**src/rtl/core/bbd_pkg.sv**
```systemverilog
// Shared types and constants of the BRIEF descriptor block.
// Used by the top level, the patch address unit and the port checker.
// Depends on nothing else.

package bbd_pkg;

    // Geometry and sizes
    localparam int PATCH_SIDE_DEFAULT = 48;
    localparam int TEST_COUNT         = 256;
    localparam int TEST_IDX_W         = 8;
    localparam int WORD_W             = 64;
    localparam int WORD_COUNT         = 4;
    localparam int DESC_W             = WORD_W * WORD_COUNT;
    localparam int OFFSET_W           = 6;
    localparam int COORD_W            = 8;
    localparam int PIXEL_W            = 8;
    localparam int PAIR_W             = 4 * OFFSET_W;

    // Configuration registers
    localparam int CFG_W       = 13;
    localparam int CFG_INDEX_W = 1;
    localparam logic [CFG_INDEX_W-1:0] CFG_IMAGE_WIDTH  = 1'd0;
    localparam logic [CFG_INDEX_W-1:0] CFG_IMAGE_HEIGHT = 1'd1;
    localparam logic [CFG_W-1:0] IMAGE_WIDTH_RESET  = 13'd640;
    localparam logic [CFG_W-1:0] IMAGE_HEIGHT_RESET = 13'd480;

    // Item operations; the fourth code is unused and ignored
    typedef enum logic [1:0] {
        OP_LOAD_PAIR  = 2'd0,
        OP_LOAD_PIXEL = 2'd1,
        OP_DESCRIBE   = 2'd2
    } op_t;

    // Patch coordinate pair handed to the address unit; may lie outside the patch
    typedef struct packed {
        logic [COORD_W-1:0] col;
        logic [COORD_W-1:0] row;
    } coord_t;

endpackage

```
**src/rtl/core/bbd_addr_gen.sv**
```systemverilog
// Patch address unit: clamps a column and row to the patch and forms the linear address.
// Shared by pixel loads and by both points of every pair test.
// Depends on bbd_pkg.

module bbd_addr_gen #(
    parameter int PATCH_SIDE = bbd_pkg::PATCH_SIDE_DEFAULT,
    parameter int AW         = $clog2(PATCH_SIDE * PATCH_SIDE)
) (
    input  bbd_pkg::coord_t coord,
    output logic [AW-1:0]   addr
);

    localparam int CW = $clog2(PATCH_SIDE);

    // Two's complement coordinate clamped to 0 .. PATCH_SIDE-1
    function automatic logic [CW-1:0] clamp(input logic [bbd_pkg::COORD_W-1:0] c);
        logic [CW-1:0] r;
        if (c[bbd_pkg::COORD_W-1])
        begin
            r = '0;
        end
        else if (c > bbd_pkg::COORD_W'(PATCH_SIDE - 1))
        begin
            r = CW'(PATCH_SIDE - 1);
        end
        else
        begin
            r = c[CW-1:0];
        end
        return r;
    endfunction

    logic [CW-1:0] col_clamped;
    logic [CW-1:0] row_clamped;

    // Row-major address, the multiply is by a constant
    always_comb
    begin
        col_clamped = clamp(coord.col);
        row_clamped = clamp(coord.row);
        addr        = AW'(row_clamped) * AW'(PATCH_SIDE) + AW'(col_clamped);
    end

endmodule

```
**config.mk**
```make
export PLATFORM = sky130hd
export DESIGN_NAME = bbd_addr_gen
export DESIGN_NICKNAME = d
export VERILOG_FILES = /design/src/rtl/core/bbd_pkg.sv /design/src/rtl/core/bbd_addr_gen.sv
export SDC_FILE = /design/constraint.sdc
export NUM_CORES = 1
export LEC_CHECK = 0
export ABC_AREA = 0
export BUFFER_PORTS_ARGS = -buffer_cell sky130_fd_sc_hd__clkbuf_2
export CAP_MARGIN = 20
export CORE_AREA = 4 4 41 43
export DETAILED_ROUTE_END_ITERATION = 12
export DIE_AREA = 0 0 45 47
export PLACE_DENSITY = 0.77
export SKIP_LAST_GASP = 1
export SYNTH_ARGS = -nofsm -noshare
export SYNTH_HDL_FRONTEND = slang
export SYNTH_SLANG_ARGS = --single-unit
```
**constraint.sdc**
```tcl
create_clock -name vclk -period 3.5
set_clock_uncertainty 0.05 [all_clocks]
set_input_delay 0.35 -clock vclk [all_inputs]
set_output_delay 0.35 -clock vclk [all_outputs]
set_load 0.01 [all_outputs]
```
## Yosys cells after proc, flatten, opt, wreduce, memory -nomap -nowiden

Cells that the tools add are included.

- Memories kept: 0
- Logic and storage cells: 8
- Register bits after elaboration: 0
- Bits of input ports: 16
- Bits in latches: 0
- Memory bits (writable): 0
- Output and inout bits: 12
- Memory bits (read-only): 0

- Shift operators: 0
- Div/mod/pow operators: 0
- Multiply operators: 1
- $lt $le $gt $ge: 2
- Add/subtract/negate cells: 1
- Muxes and demuxes: 4
- Equality and inequality tests: 0
- Bitwise operators: 0
- Reduce and logical (&&, ||, !) cells: 0

Operators with widths:

| cell | count |
|---|---|
| 2-to-1 mux 6 bit | 4 |
| > comparator 8 x 6 -> 1 bit, second input constant | 2 |
| adder 12 x 6 -> 12 bit | 1 |
| multiplier 6 x 2 -> 8 bit, second input constant | 1 |

## Logic depth before layout (Yosys ltp)

- Word-level depth: 5
- Gate-level depth with buffers: 11
- Mapped depth without buffers: 10

## Least setup slack after synthesis

No wires, ideal clock.

- Path type: input -> output
- Start point: input coord[4] in the netlist's numbering
- End point: output addr[10]
- Buffers on the path: 1
- Data required time: 3,100 ps
- Setup slack: 377 ps
- Arrival: 2,723 ps
- Stages: 11
- Path through: buf_2 > a21o_1 > nor2_1 > nor2_1 > ha_1 > ha_1 > o21bai_1 > or4_4 > a31o_4 > a2111oi_4 > xnor2_1

- Cells in the longest elaborated chain, start to end: 5

Ends and longest elaborated chain:

| element | RTL line | source |
|---|---|---|
| start, declared | bbd_addr_gen.sv:9 | `input bbd_pkg::coord_t coord,` |
| > comparator 8 x 6 -> 1 bit | bbd_addr_gen.sv:22 | `else if (c > bbd_pkg::COORD_W'(PATCH_SIDE - 1))` |
| 2-to-1 mux 6 bit (*) | bbd_addr_gen.sv:22 |  |
| 2-to-1 mux 6 bit (*) | bbd_addr_gen.sv:18 | `if (c[bbd_pkg::COORD_W-1])` |
| multiplier 6 x 2 -> 8 bit (*) | bbd_addr_gen.sv:41 | `addr = AW'(row_clamped) * AW'(PATCH_SIDE) + AW'(col_clamped);` |
| adder 12 x 6 -> 12 bit (*) | bbd_addr_gen.sv:41 |  |
| end, declared | bbd_addr_gen.sv:10 | `output logic [AW-1:0] addr` |

Every way passes the cells marked *; elsewhere a longest branch is shown, timed or not.

## Worst setup path after layout

- Start point: input coord[5] in the netlist's numbering
- End point: output addr[10]

Same word-level chain as after synthesis.

==> flow_summary.yaml <==
sta:
  finalHoldViolations: 0
  fmaxAchievable_mhz: 300.2
  drv_slew: 0
  worst-slew-pin-transition_ns: 0.4766
  post-route-min-period_ns: 3.331
  grt_setup_unrepaired: "no"
  slew_hr_pct: 67.32
  setup-violations-final: 0
  fin_hold_ws_ns: 0.9361
  setup_tns_ns: 0
  timing.final.crit_share_pct: 95.17
synthesis:
  avgSynthCellArea_um2: 7.055
  mappedNetlistArea_um2: 585.6
  syn_nets: 105
  synth_warnings: 0
  number_of_different_library_cells_in_the_post_synthesis_netlist: 33
  synth_cells: 83
  synth.yosys.seq_area_share_pct: 0
final_layout:
  final_antenna_diode_count: 0
  clockBufferCount: 0
  area_growth_pct: 27.14
  sequential_cell_area_um2: 0
  share_of_final_layout_standard_cells_stronger_than_drive_strength_1_pct: 34.55
  fillerInstances: 142
  sequential_cell_count: 0
  post-route-util_pct: 57.21
  finish.net_count: 134
drt:
  route.final.wire_length_um: 1458
  via_per_inst: 5.392
  route.vias.total: 674
  drc: 0
  first_pass_iters: 4
  postRouteAntennaNets: 0
  first_iter_violations: 15
  route.detailed.wl_per_inst_um: 11.66
power_and_ir_drop:
  peakVddDrop_mv: 0.07449
  totalPowerFinal_mw: 0.1089
  static-leakage-power_nw: 0.3841
  power_per_cell_area_nw_per_um2: 146.3
critical_path:
  worst_setup_sp: "coord[5]"
  cp.required_ns: 3.10
  crit_arrival_ns: 2.93
  critPathKind: "input port to output port"
  worstSetupEndpointType: "output port"
  biggest_fanout_along_the_worst_timing_path: 6
  timing.critical_path.to: "addr[10]"
  worstSetupStartpointType: "input port"
placed_design:
  gp_routability_congestion: 0.7685
  dp_hpwl_um: 1310
  io_buffers: 28
worst_hold_path:
  hp-class: "input port to output port"
  hold-path-cell-count: 4
die:
  chipHeight_um: 47
  rows: 13
  fp.dieArea_um2: 2115
  io-pin-count: 28
  die_width_um: 45
  initial_cell_density_of_the_core_pct: 45.00
  floorplan.core_area_um2: 1301
global_routing:
  grt_first_pass_wirelength_um: 2318
  grt_util_overall_pct: 13.86
  grt_pass1_vias: 585
  leftover_overflow_at_the_end_of_global_routing: 0
  antenna_found_initial: 0
  grt_start_max_net_pins: 12
run_status:
  run_status: "completed"
clock_network:
  postCtsHoldBufs: 0
  ctsResizeCount: 0
  cts_setup_buffers: 0
run:
  number_of_max_capacitance_violations_reported: 0
-- per-stage QoR --
stage	instances	worst slack [ns]	area, um2
finish	125	0.1689	744.5
CTS	125	0.1677	744.5
global placement	125	0.2840	744.5
global route	125	0.05447	744.5
detailed placement	125	0.1653	744.5
floorplan	83	0.3772	585.6
-- cell type report --
cell class                      instances  area [um2]  share of cell area, %
Tap cell                               15       18.77                  2.521
Multi-Input combinational cell         67       514.2                  69.08
Timing Repair Buffer                   32       170.2                  22.86
Inverter                               11       41.29                  5.546
-- report_power, final --
| part | total, mW | switching, mW | internal (mW) |
|---|---|---|---|
| Sequential | 0 | 0 | 0 |
| Clock | 0 | 0 | 0 |
| Combinational | 0.109 | 0.0594 | 0.0494 |
-- layer usage --
| metal | vias up | share of wire [%] | track usage [%] |
|---|---|---|---|
| met5 | - | 0 | 0 |
| met4 | 0 | 0 | 0 |
| met3 | 0 | 3.8 | 0 |
| met2 | 16 | 57 | 29.66 |
| met1 | 310 | 39 | 15.99 |
| li1 | 348 | - | - |
-- how the worst min path moves through the flow --
| stage | end | slack, ns | start |
|---|---|---|---|
| after global placement | addr[0] | 0.93 | coord[8] |
| after CTS | addr[0] | 0.94 | coord[8] |
| final | addr[0] | 0.94 | coord[8] |
| after detailed placement | addr[0] | 0.94 | coord[8] |
| after global routing | addr[2] | 0.95 | coord[10] |
| after floorplan | addr[0] | 0.69 | coord[15] |
-- cell usage after synthesis --
| master | instances | area (um2) |
|---|---|---|
| sky130_fd_sc_hd__ha_1 | 5 | 62.56 |
| sky130_fd_sc_hd__or4_4 | 1 | 11.26 |
| sky130_fd_sc_hd__a211oi_1 | 5 | 37.54 |
| sky130_fd_sc_hd__buf_6 | 1 | 11.26 |
| sky130_fd_sc_hd__or3b_2 | 1 | 8.760 |
| sky130_fd_sc_hd__o21ai_0 | 2 | 10.01 |
| sky130_fd_sc_hd__nand2_1 | 5 | 18.77 |
| sky130_fd_sc_hd__a31o_2 | 1 | 8.760 |
| sky130_fd_sc_hd__o21a_1 | 3 | 22.52 |
| sky130_fd_sc_hd__and2_1 | 1 | 6.260 |
| sky130_fd_sc_hd__o32ai_2 | 1 | 16.27 |
| sky130_fd_sc_hd__fa_1 | 1 | 20.02 |
| sky130_fd_sc_hd__nand4_1 | 1 | 6.260 |
| sky130_fd_sc_hd__mux2i_1 | 1 | 10.01 |
| sky130_fd_sc_hd__xor2_1 | 1 | 8.760 |
| sky130_fd_sc_hd__inv_1 | 11 | 41.29 |
| sky130_fd_sc_hd__clkbuf_1 | 1 | 3.750 |
| sky130_fd_sc_hd__a22o_1 | 1 | 8.760 |
| sky130_fd_sc_hd__a21o_1 | 4 | 30.03 |
| sky130_fd_sc_hd__nor3_1 | 3 | 15.01 |
| sky130_fd_sc_hd__a31o_4 | 1 | 17.52 |
| sky130_fd_sc_hd__or3_1 | 1 | 6.260 |
| sky130_fd_sc_hd__nor2b_1 | 1 | 6.260 |
| sky130_fd_sc_hd__o31ai_1 | 1 | 7.510 |
| sky130_fd_sc_hd__nor4bb_1 | 1 | 10.01 |
| sky130_fd_sc_hd__o211a_1 | 1 | 10.01 |
| sky130_fd_sc_hd__nand2b_1 | 1 | 6.260 |
| sky130_fd_sc_hd__a2111oi_4 | 1 | 27.53 |
| sky130_fd_sc_hd__o21bai_1 | 1 | 7.510 |
| sky130_fd_sc_hd__xnor2_1 | 6 | 52.55 |
| sky130_fd_sc_hd__buf_2 | 3 | 15.01 |
| sky130_fd_sc_hd__nor2_1 | 11 | 41.29 |
| sky130_fd_sc_hd__a21oi_1 | 4 | 20.02 |
-- layout by cell type (no fill, tap or decap), types with 2 or more instances in the layout --
master and instances:
sky130_fd_sc_hd__xnor2_1 6, sky130_fd_sc_hd__a21o_1 4, sky130_fd_sc_hd__nor2_1 11, sky130_fd_sc_hd__o21a_1 3, sky130_fd_sc_hd__a211oi_1 5, sky130_fd_sc_hd__nor3_1 3
sky130_fd_sc_hd__clkbuf_2 28, sky130_fd_sc_hd__ha_1 5, sky130_fd_sc_hd__nand2_1 5, sky130_fd_sc_hd__a21oi_1 4, sky130_fd_sc_hd__buf_4 4, sky130_fd_sc_hd__inv_1 11
sky130_fd_sc_hd__o21ai_0 2
-- kinds of logic (layout without fill, tap and decap cells) --
logic type / Yosys count / after routing / share of synthesized area (%)
compound gates: 26 / 26 / 38.25
xor+xnor: 7 / 7 / 10.47
fa+ha+maj: 6 / 6 / 14.10
buf+inv: 16 / 43 / 12.18
mux: 1 / 1 / 1.709
simple gates: 27 / 27 / 23.29
-- critical path, stage by stage --
cell and delay, ns:
sky130_fd_sc_hd__clkbuf_2 0.13, sky130_fd_sc_hd__a21o_1 0.16, sky130_fd_sc_hd__nor2_1 0.05, sky130_fd_sc_hd__nor2_1 0.14, sky130_fd_sc_hd__ha_1 0.27, sky130_fd_sc_hd__ha_1 0.28
sky130_fd_sc_hd__o21bai_1 0.13, sky130_fd_sc_hd__or4_4 0.52, sky130_fd_sc_hd__a31o_4 0.26, sky130_fd_sc_hd__a2111oi_4 0.35, sky130_fd_sc_hd__xnor2_1 0.16, sky130_fd_sc_hd__clkbuf_2 0.15
No activity file was read; power rests on OpenSTA's default activity.
